File: config.mk
export PLATFORM = sky130hd
export DESIGN_NAME = extract_and_sort_numbers_flat
export DESIGN_NICKNAME = d
export VERILOG_FILES = /design/src/rtl/core/esn_pkg.sv /design/src/rtl/core/esn_if.sv /design/src/rtl/core/esn_parse.sv /design/src/rtl/core/esn_sort_store.sv /design/src/rtl/core/extract_and_sort_numbers.sv /design/src/flat_wrapper.sv
export SDC_FILE = /design/constraint.sdc
export NUM_CORES = 2
export LEC_CHECK = 0
export CORE_UTILIZATION = 35
export DETAILED_ROUTE_END_ITERATION = 10
export DONT_BUFFER_PORTS = 1
export GPL_TIMING_DRIVEN = 0
export PLACE_DENSITY = 0.59
export SYNTH_ARGS = -nofsm -noshare
export SYNTH_HDL_FRONTEND = slang
export SYNTH_SLANG_ARGS = --single-unit
File: constraint.sdc
create_clock -name i_clk -period 12.1 [get_ports i_clk]
set_clock_uncertainty 0.2 [all_clocks]
set_input_delay 0.605 -clock i_clk [delete_from_list [all_inputs] [get_ports i_clk]]
set_output_delay 0.605 -clock i_clk [all_outputs]
set_load 0.005 [all_outputs]
File: src/rtl/core/esn_pkg.sv
`timescale 1ns / 1ps
// ----------------------------------------------------------------------------
// Number extraction package
// Widths, character constants and shared types for the number extraction
// and sort block.
// ----------------------------------------------------------------------------
package esn_pkg;

    // Field widths fixed by the item format.
    localparam int CHAR_W  = 8;
    localparam int VALUE_W = 31;

    // Character codes that bound the decimal digits.
    localparam logic [CHAR_W-1:0] CHAR_ZERO = 8'h30;
    localparam logic [CHAR_W-1:0] CHAR_NINE = 8'h39;

    // Saturation limit of an extracted number.
    localparam logic [VALUE_W-1:0] VALUE_MAX = 31'h7FFF_FFFF;

    // A finished digit run handed from the parser to the number store.
    typedef struct packed {
        logic               valid;
        logic [VALUE_W-1:0] value;
    } t_commit;

endpackage

File: src/rtl/core/esn_if.sv
`timescale 1ns / 1ps
// ----------------------------------------------------------------------------
// Number extraction channel interfaces
// Valid/ready channels for text characters in and sorted numbers out.
// ----------------------------------------------------------------------------

// Input channel: one text character or the end-of-text marker.
interface esn_in_if;
    logic                       valid;
    logic                       ready;
    logic [esn_pkg::CHAR_W-1:0] char_code;
    logic                       end_of_text;

    modport source (output valid, output char_code, output end_of_text, input ready);
    modport sink   (input valid, input char_code, input end_of_text, output ready);
endinterface

// Output channel: one sorted number with its run flags.
interface esn_out_if;
    logic                        valid;
    logic                        ready;
    logic [esn_pkg::VALUE_W-1:0] value;
    logic                        last;
    logic                        empty_res;
    logic                        overflowed;

    modport source (output valid, output value, output last, output empty_res,
                    output overflowed, input ready);
    modport sink   (input valid, input value, input last, input empty_res,
                    input overflowed, output ready);
endinterface

File: src/rtl/core/esn_parse.sv
`timescale 1ns / 1ps
// ----------------------------------------------------------------------------
// Digit run parser
// Accumulates decimal digit runs with saturation and reports each finished
// run to the number store.
// ----------------------------------------------------------------------------
module esn_parse (
    input  logic                        i_clk,
    input  logic                        i_rst_n,
    input  logic                        i_accept,
    input  logic [esn_pkg::CHAR_W-1:0]  i_char_code,
    input  logic                        i_end_of_text,
    output esn_pkg::t_commit            o_commit
);

    localparam int WIDE_W = esn_pkg::VALUE_W + 4;

    logic [esn_pkg::VALUE_W-1:0] r_acc;
    logic [esn_pkg::VALUE_W-1:0] n_acc;
    logic                        r_in_run;
    logic                        n_in_run;
    logic                        w_is_digit;
    logic [esn_pkg::CHAR_W-1:0]  w_digit;
    logic [WIDE_W-1:0]           w_acc_wide;
    logic [WIDE_W-1:0]           w_next_wide;

    // Digit decode and acc * 10 + digit, formed as two shifts and an add.
    assign w_is_digit  = (i_char_code >= esn_pkg::CHAR_ZERO) &&
                         (i_char_code <= esn_pkg::CHAR_NINE);
    assign w_digit     = i_char_code - esn_pkg::CHAR_ZERO;
    assign w_acc_wide  = WIDE_W'(r_acc);
    assign w_next_wide = (w_acc_wide << 3) + (w_acc_wide << 1) + WIDE_W'(w_digit);

    // A run closes on any non-digit character and on end of text.
    assign o_commit.valid = i_accept && r_in_run && (i_end_of_text || !w_is_digit);
    assign o_commit.value = r_acc;

    // Next accumulator state.
    always_comb begin
        n_acc    = r_acc;
        n_in_run = r_in_run;
        if (i_accept) begin
            if (!i_end_of_text && w_is_digit) begin
                if (w_next_wide > WIDE_W'(esn_pkg::VALUE_MAX)) begin
                    n_acc = esn_pkg::VALUE_MAX;
                end else begin
                    n_acc = w_next_wide[esn_pkg::VALUE_W-1:0];
                end
                n_in_run = 1'b1;
            end else begin
                n_acc    = '0;
                n_in_run = 1'b0;
            end
        end
    end

    // Accumulator registers.
    always_ff @(posedge i_clk) begin
        if (!i_rst_n) begin
            r_acc    <= '0;
            r_in_run <= 1'b0;
        end else begin
            r_acc    <= n_acc;
            r_in_run <= n_in_run;
        end
    end

endmodule

File: src/rtl/core/esn_sort_store.sv
`timescale 1ns / 1ps
// ----------------------------------------------------------------------------
// Number store and sort engine
// Holds the numbers in a synchronous memory, runs an exchange sort over it
// one entry per cycle and drives each sorted number to the output channel.
// ----------------------------------------------------------------------------
module esn_sort_store #(
    parameter int MAX_NUMBERS = 64
) (
    input  logic                 i_clk,
    input  logic                 i_rst_n,
    input  logic                 i_accept,
    input  logic                 i_end_of_text,
    input  esn_pkg::t_commit     i_commit,
    output logic                 o_in_ready,
    esn_out_if.source            o_out
);

    localparam int ADDR_W = (MAX_NUMBERS > 1) ? $clog2(MAX_NUMBERS) : 1;
    localparam int CNT_W  = $clog2(MAX_NUMBERS + 1);

    typedef enum logic [2:0] {
        S_IDLE,
        S_READ_I,
        S_CAPT_I,
        S_SCAN,
        S_EMIT
    } t_state;

    t_state                      r_state;
    t_state                      n_state;
    logic [ADDR_W-1:0]           r_i;
    logic [ADDR_W-1:0]           n_i;
    logic [ADDR_W-1:0]           r_j;
    logic [ADDR_W-1:0]           n_j;
    logic [esn_pkg::VALUE_W-1:0] r_cur;
    logic [esn_pkg::VALUE_W-1:0] n_cur;
    logic [CNT_W-1:0]            r_count;
    logic [CNT_W-1:0]            n_count;
    logic                        r_ovf;
    logic                        n_ovf;
    logic                        r_out_valid;
    logic                        n_out_valid;
    logic [esn_pkg::VALUE_W-1:0] r_out_value;
    logic [esn_pkg::VALUE_W-1:0] n_out_value;
    logic                        r_out_last;
    logic                        n_out_last;
    logic                        r_out_empty;
    logic                        n_out_empty;
    logic                        r_out_ovf;
    logic                        n_out_ovf;

    logic [esn_pkg::VALUE_W-1:0] r_mem [MAX_NUMBERS];
    logic [esn_pkg::VALUE_W-1:0] r_rdata;
    logic                        w_we;
    logic [ADDR_W-1:0]           w_waddr;
    logic [esn_pkg::VALUE_W-1:0] w_wdata;
    logic [ADDR_W-1:0]           w_raddr;

    logic [CNT_W-1:0]            w_cnt_m1;
    logic                        w_i_is_last;
    logic                        w_swap;
    logic [esn_pkg::VALUE_W-1:0] w_min;

    assign w_cnt_m1    = r_count - CNT_W'(1);
    assign w_i_is_last = (CNT_W'(r_i) == w_cnt_m1);
    assign w_swap      = (r_cur > r_rdata);
    assign w_min       = w_swap ? r_rdata : r_cur;

    // Sort sequencer: selection of the minimum of entries i..count-1 per pass.
    always_comb begin
        n_state     = r_state;
        n_i         = r_i;
        n_j         = r_j;
        n_cur       = r_cur;
        n_count     = r_count;
        n_ovf       = r_ovf;
        n_out_valid = r_out_valid;
        n_out_value = r_out_value;
        n_out_last  = r_out_last;
        n_out_empty = r_out_empty;
        n_out_ovf   = r_out_ovf;
        w_we        = 1'b0;
        w_waddr     = r_count[ADDR_W-1:0];
        w_wdata     = i_commit.value;
        w_raddr     = r_i;
        o_in_ready  = 1'b0;

        case (r_state)
            S_IDLE: begin
                o_in_ready = 1'b1;
                // Store a finished run, or note that it was dropped.
                if (i_commit.valid) begin
                    if (r_count < CNT_W'(MAX_NUMBERS)) begin
                        w_we    = 1'b1;
                        n_count = r_count + CNT_W'(1);
                    end else begin
                        n_ovf = 1'b1;
                    end
                end
                if (i_accept && i_end_of_text) begin
                    if (n_count == '0) begin
                        n_out_valid = 1'b1;
                        n_out_value = '0;
                        n_out_last  = 1'b1;
                        n_out_empty = 1'b1;
                        n_out_ovf   = n_ovf;
                        n_state     = S_EMIT;
                    end else begin
                        n_i     = '0;
                        n_state = S_READ_I;
                    end
                end
            end
            S_READ_I: begin
                w_raddr = r_i;
                n_state = S_CAPT_I;
            end
            S_CAPT_I: begin
                n_cur = r_rdata;
                if (w_i_is_last) begin
                    n_out_valid = 1'b1;
                    n_out_value = r_rdata;
                    n_out_last  = 1'b1;
                    n_out_empty = 1'b0;
                    n_out_ovf   = r_ovf;
                    n_state     = S_EMIT;
                end else begin
                    n_j     = w_cnt_m1[ADDR_W-1:0];
                    w_raddr = w_cnt_m1[ADDR_W-1:0];
                    n_state = S_SCAN;
                end
            end
            S_SCAN: begin
                // Swap the held value with a smaller entry further down.
                if (w_swap) begin
                    w_we    = 1'b1;
                    w_waddr = r_j;
                    w_wdata = r_cur;
                end
                n_cur = w_min;
                if (r_j == ADDR_W'(r_i + ADDR_W'(1))) begin
                    n_out_valid = 1'b1;
                    n_out_value = w_min;
                    n_out_last  = w_i_is_last;
                    n_out_empty = 1'b0;
                    n_out_ovf   = r_ovf;
                    n_state     = S_EMIT;
                end else begin
                    n_j     = r_j - ADDR_W'(1);
                    w_raddr = r_j - ADDR_W'(1);
                end
            end
            S_EMIT: begin
                if (o_out.ready) begin
                    n_out_valid = 1'b0;
                    if (r_out_last) begin
                        n_count = '0;
                        n_ovf   = 1'b0;
                        n_state = S_IDLE;
                    end else begin
                        n_i     = r_i + ADDR_W'(1);
                        n_state = S_READ_I;
                    end
                end
            end
            default: begin
                n_state = S_IDLE;
            end
        endcase
    end

    // State and registered outputs.
    always_ff @(posedge i_clk) begin
        if (!i_rst_n) begin
            r_state     <= S_IDLE;
            r_i         <= '0;
            r_j         <= '0;
            r_count     <= '0;
            r_ovf       <= 1'b0;
            r_out_valid <= 1'b0;
        end else begin
            r_state     <= n_state;
            r_i         <= n_i;
            r_j         <= n_j;
            r_count     <= n_count;
            r_ovf       <= n_ovf;
            r_out_valid <= n_out_valid;
        end
        r_cur       <= n_cur;
        r_out_value <= n_out_value;
        r_out_last  <= n_out_last;
        r_out_empty <= n_out_empty;
        r_out_ovf   <= n_out_ovf;
    end

    // Number memory: one write and one registered read per cycle.
    always_ff @(posedge i_clk) begin
        if (w_we) begin
            r_mem[w_waddr] <= w_wdata;
        end
        r_rdata <= r_mem[w_raddr];
    end

    assign o_out.valid      = r_out_valid;
    assign o_out.value      = r_out_value;
    assign o_out.last       = r_out_last;
    assign o_out.empty_res  = r_out_empty;
    assign o_out.overflowed = r_out_ovf;

endmodule

File: src/rtl/core/extract_and_sort_numbers.sv
`timescale 1ns / 1ps
// ----------------------------------------------------------------------------
// Extract and sort numbers
// Pulls decimal numbers out of a character stream and returns them sorted.
// ----------------------------------------------------------------------------
// Text characters are taken one per cycle; each maximal run of ASCII digits
// becomes one number, saturating at 2147483647, and is written to a memory of
// MAX_NUMBERS entries (later numbers are dropped and flagged as overflowed).
// The transaction that carries end_of_text starts the sort; no further input
// is taken until the last result of the run has been delivered. For each
// result k (from 0) of N stored numbers, entry k is read and then entries
// N-1 down to k+1 are scanned one entry per cycle through the single read port,
// before the result waits for its output transaction with the sink.
// A text without numbers yields a single result flagged empty_res. The memory
// needs no clearing after reset: only entries written in the current text
// are read.
// ----------------------------------------------------------------------------
module extract_and_sort_numbers #(
    parameter int MAX_NUMBERS = 64
) (
    input  logic      i_clk,
    input  logic      i_rst_n,
    esn_in_if.sink    i_in,
    esn_out_if.source o_out
);

    logic             w_in_ready;
    logic             w_accept;
    esn_pkg::t_commit w_commit;

    assign i_in.ready = w_in_ready;
    assign w_accept   = i_in.valid && w_in_ready;

    // Digit run parser.
    esn_parse u_parse (
        .i_clk         (i_clk),
        .i_rst_n       (i_rst_n),
        .i_accept      (w_accept),
        .i_char_code   (i_in.char_code),
        .i_end_of_text (i_in.end_of_text),
        .o_commit      (w_commit)
    );

    // Number memory, sorter and output register.
    esn_sort_store #(
        .MAX_NUMBERS (MAX_NUMBERS)
    ) u_sort_store (
        .i_clk         (i_clk),
        .i_rst_n       (i_rst_n),
        .i_accept      (w_accept),
        .i_end_of_text (i_in.end_of_text),
        .i_commit      (w_commit),
        .o_in_ready    (w_in_ready),
        .o_out         (o_out)
    );

    // Input is never taken while a result is pending.
    a_no_overlap: assert property (@(posedge i_clk) disable iff (!i_rst_n)
        !(i_in.ready && o_out.valid))
        else $error("input ready while a result is pending");

    // End of text stops input intake for the sort.
    a_eot_stalls: assert property (@(posedge i_clk) disable iff (!i_rst_n)
        (i_in.valid && i_in.ready && i_in.end_of_text) |=> !i_in.ready)
        else $error("input taken right after end of text");

    // The last result of a run reopens the input.
    a_last_reopens: assert property (@(posedge i_clk) disable iff (!i_rst_n)
        (o_out.valid && o_out.ready && o_out.last) |=> i_in.ready)
        else $error("input not ready after the last result");

    // An empty result is the only and final result, with a zero value.
    a_empty_form: assert property (@(posedge i_clk) disable iff (!i_rst_n)
        (o_out.valid && o_out.empty_res) |-> (o_out.last && o_out.value == '0))
        else $error("malformed empty result");

endmodule

File: src/flat_wrapper.sv
// flat-port wrapper written by rule: the top's interface ports become plain ports
module extract_and_sort_numbers_flat 
#(
    parameter int MAX_NUMBERS = 64
)
  (i_clk, i_rst_n, i_in_valid, i_in_char_code, i_in_end_of_text, i_in_ready, o_out_valid, o_out_value, o_out_last, o_out_empty_res, o_out_overflowed, o_out_ready);
  esn_in_if i_in_i ();
  esn_out_if o_out_i ();
  input  logic i_clk;
  input  logic i_rst_n;
  input wire logic [$bits(i_in_i.valid)-1:0] i_in_valid;
  input wire logic [$bits(i_in_i.char_code)-1:0] i_in_char_code;
  input wire logic [$bits(i_in_i.end_of_text)-1:0] i_in_end_of_text;
  output wire logic [$bits(i_in_i.ready)-1:0] i_in_ready;
  output wire logic [$bits(o_out_i.valid)-1:0] o_out_valid;
  output wire logic [$bits(o_out_i.value)-1:0] o_out_value;
  output wire logic [$bits(o_out_i.last)-1:0] o_out_last;
  output wire logic [$bits(o_out_i.empty_res)-1:0] o_out_empty_res;
  output wire logic [$bits(o_out_i.overflowed)-1:0] o_out_overflowed;
  input wire logic [$bits(o_out_i.ready)-1:0] o_out_ready;
  assign i_in_i.valid = i_in_valid;
  assign i_in_i.char_code = i_in_char_code;
  assign i_in_i.end_of_text = i_in_end_of_text;
  assign i_in_ready = i_in_i.ready;
  assign o_out_valid = o_out_i.valid;
  assign o_out_value = o_out_i.value;
  assign o_out_last = o_out_i.last;
  assign o_out_empty_res = o_out_i.empty_res;
  assign o_out_overflowed = o_out_i.overflowed;
  assign o_out_i.ready = o_out_ready;
  extract_and_sort_numbers #(.MAX_NUMBERS(MAX_NUMBERS)) u_core (.i_clk(i_clk), .i_rst_n(i_rst_n), .i_in(i_in_i), .o_out(o_out_i));
endmodule
==> flow_summary_export.csv <==
group,metric,value,unit
status,status,"finished with violations",
status,violations,"max-capacitance violations",
synthesis,netlist_top_cells_area,"edfxtp_1 (71%), mux4_2 (6.6%), nand2_1 (4.0%), a21oi_1 (2.2%), dfxtp_1 (2.0%)",
hold_path,holdPathStages,3,
route,routed_wl,264000,microns
clock_network,numCtsBuffers,208,
layout,post-route-util,0.408,
synthesis,syn_nets,5625,
placed_design,gp_congestion,1.06,
worst_setup_path,critPathLaunch,"u_core.u_sort_store.r_count[0]",
synthesis,synth_edf_count,2049,
sta,final_hold_viol_count,0,
clock_network,root_buffer,"clkbuf_16",
layout,layout_common_cells,"edfxtp_1 (2049), nand2_1 (891), a21oi_1 (363), clkbuf_1 (265), mux4_2 (252)",
placed_design,io_buffers,0,
route,avgViaCountPerCell,5.70,
worst_setup_path,arrival,7.54,ns
global_routing,grt_pass1_wl,373000,microns
layout,drive_gt1_frac,0.152,
sta,relSlewSlack,0.00441,
placed_design,post-dp-hpwl,181000,microns
route,dr.pass1.iters,7,
power_and_ir_drop,pwr_density_cell,150,nW/um^2
floorplanning,die_w,499,microns
sta,tightest_slew,1.46,ns
synthesis,synth.top_cell.area_share,0.711,
clock_network,cts_buffer_depth,3,
floorplanning,start_util,0.352,
synthesis,synth.cell_area,86500,sq um
global_routing,antenna_found_initial,27,
global_routing,grt_overflow_total,0,
sta,clock.fmax,142,MHz
layout,final_cells,9226,
global_routing,grt_use_met1,0.287,
route,dr.first_iter.drc_count,6774,
floorplanning,die_h,499,microns
worst_setup_path,path_max_fanout,10,
global_routing,use_met3,0.0391,
route,routedWlPerCell,28.6,microns
route,drcViolationCount,0,
worst_setup_path,critPathCapture,"u_core.u_sort_store.r_rdata[16]",
run,maxCapViolations,1,
sta,fin_setup_tns,0,ns
global_routing,grt_max_degree,65,
clock_network,worstSkewPairLatency,0.87,ns
layout,area_growth,16.0,%
synthesis,seq_area_frac_synth,0.731,
sta,min_period_over_period,0.581,
power_and_ir_drop,cellLeakagePower,34.3,nW
synthesis,synth_cell_types,79,
sta,finalMaxSlewViolations,0,
clock_network,cts_tree,"done",
worst_setup_path,critical_path.startpoint_type,"flip-flop",
worst_setup_path,timing.rr.end,"u_core.u_sort_store.r_rdata[16]",
clock_network,numClockSinks,2136,
clock_network,htreeDepth,4,
floorplanning,ios,49,
global_routing,top_usage_layer,"met2",
clock_network,post-cts-setup-buffers,0,
worst_setup_path,crit_type,"flip-flop to flip-flop",
worst_setup_path,crit_path_end_kind,"flip-flop",
placed_design,dp_cells,8834,
global_routing,first_global_vias,50701,
floorplanning,rows,182,
synthesis,ys_ff_latch,2136,
synthesis,ys.flop_type,"edfxtp_1",
hold_path,min_path_type,"input pin to flip-flop",
layout,fin_nets,5942,
synthesis,yosysWarnings,0,
global_routing,met2_usage,0.319,
synthesis,netlist_instances,5513,
floorplanning,core-area,246000,sq um
route,ant_nets,0,
sta,rsz0062_at_grt,"no",
worst_setup_path,reg2reg_depth,14,
worst_setup_path,r2r_slack,5.08,ns
sta,setup_viol,0,
clock_network,cts.clk_slew.worst_paths,0.07,ns
power_and_ir_drop,peakVddDrop,152,uV
synthesis,avgSynthCellArea,15.7,sq um
route,dr_total_vias,52551,
worst_setup_path,critPathRequiredTime,12.62,ns
sta,min_period,7.02,ns
synthesis,async_reset_ff_frac,0,
floorplanning,dieArea,249000,sq um
global_routing,grt_util_all_layers,0.208,
synthesis,synth_top_area_cell,"edfxtp_1",
sta,hold_ws,0.0726,ns
layout,final_common_cell,"edfxtp_1",
worst_setup_path,timing.rr.start,"u_core.u_sort_store.r_count[0]",
[kinds of logic (layout without fill, tap and decap cells)]
logic type,Yosys count,count (layout),share of synthesized area
compound gates,1126,1126,0.0857
xor+xnor,48,48,0.00502
fa+ha+maj,99,99,0.0148
buf+inv,420,908,0.0203
flops,2136,2136,0.731
mux,355,355,0.0780
other cells,0,5,0
simple gates,1329,1329,0.0651
[flip-flops by register name, indices dropped and copies added (netlist names), 3 cells and up]
register / cells
u_core.u_sort_store.r_rdata: 31
u_core.u_sort_store.r_j: 6
u_core.u_sort_store.r_state: 3
u_core.u_sort_store.o_out.value: 31
u_core.u_parse.r_acc: 31
u_core.u_sort_store.r_i: 6
u_core.u_sort_store.r_cur: 31
u_core.u_sort_store.r_mem: 1984
u_core.u_sort_store.r_count: 7
[through the flow]
step                      setup slack [ns]  total power, mW  cell area [sq um]
after floorplan                       6.18             8.46              86500
after global placement               0.615             8.69              90600
after detailed placement              5.55             8.69              93500
after CTS                             5.52             15.1             100000
after global routing                  4.89             15.4             100000
final                                 5.08             15.0             100000
[timing repair]
action | in CTS | in global routing
hold endpoints to repair | 9 | 0
endpoints found under the setup margin | 0 | 0
hold buffers | 6 | 0
gates resized for setup | 0 | 0
[Yosys cell counts, types with 36 or more instances]
master / n
ha_1: 93
a21oi_1: 378
buf_2: 89
or3_1: 40
mux2i_1: 70
nor2_1: 133
a32oi_1: 185
a22oi_1: 64
a22o_1: 62
nand2_1: 918
a211oi_1: 37
inv_1: 63
o22ai_1: 97
and3_1: 36
clkbuf_1: 229
dfxtp_1: 87
mux4_2: 252
nor3_1: 63
o21ai_0: 147
edfxtp_1: 2049
[critical path, cell delays in order, from the launching register on]
cell and delay [ns]:
dfxtp_1 0.45, clkbuf_1 0.56, inv_1 0.29, ha_1 0.30, xnor2_1 0.44, xor2_1 0.19
nand4b_1 0.16, o21bai_1 0.69, o22a_1 0.31, nand2_1 0.37, nand3_1 0.74, clkbuf_1 0.55
o22ai_1 0.39, a211oi_1 0.87, o2bb2ai_1 0.34
[layout make-up]
class / instances / area [sq um]
Antenna cell: 5 / 12.5
Buffer: 356 / 1520
Clock buffer: 256 / 5550
Clock inverter: 125 / 1240
Fill cell: 22134 / 146000
Inverter: 64 / 240
Multi-Input combinational cell: 2957 / 22300
Sequential cell: 2136 / 63300
Tap cell: 3220 / 4030
Timing Repair Buffer: 107 / 2160
[worst min path at each step]
stage / startpoint / slack, ns / end
6_report: i_rst_n / 0.07 / u_core.u_parse.r_acc[9]
5_1_grt: o_out_ready / 0.1 / u_core.u_sort_store.r_ovf
4_1_cts: i_rst_n / 0.008 / u_core.u_parse.r_acc[5]
3_5_place_dp: u_core.u_parse.r_acc[1] / 0.30 / u_core.u_parse.r_acc[1]
3_3_place_gp: u_core.u_parse.r_acc[0] / 0.28 / u_core.u_parse.r_acc[0]
2_1_floorplan: u_core.u_parse.r_acc[0] / 0.25 / u_core.u_parse.r_acc[0]
[layer usage]
layer / vias up / share of wire
li1: 22272 / -
met1: 27075 / 0.40
met2: 2761 / 0.45
met3: 439 / 0.095
met4: 4 / 0.047
met5: - / 0.000087
[report_power, final]
part           switching (mW)  internal, mW  total, mW
clock                    2.85          3.62       6.47
combinational           0.374         0.163      0.538
sequential             0.0166          8.00       8.02
total                    3.25          11.8       15.0
Note: power is estimated with default switching activity, not from simulation.
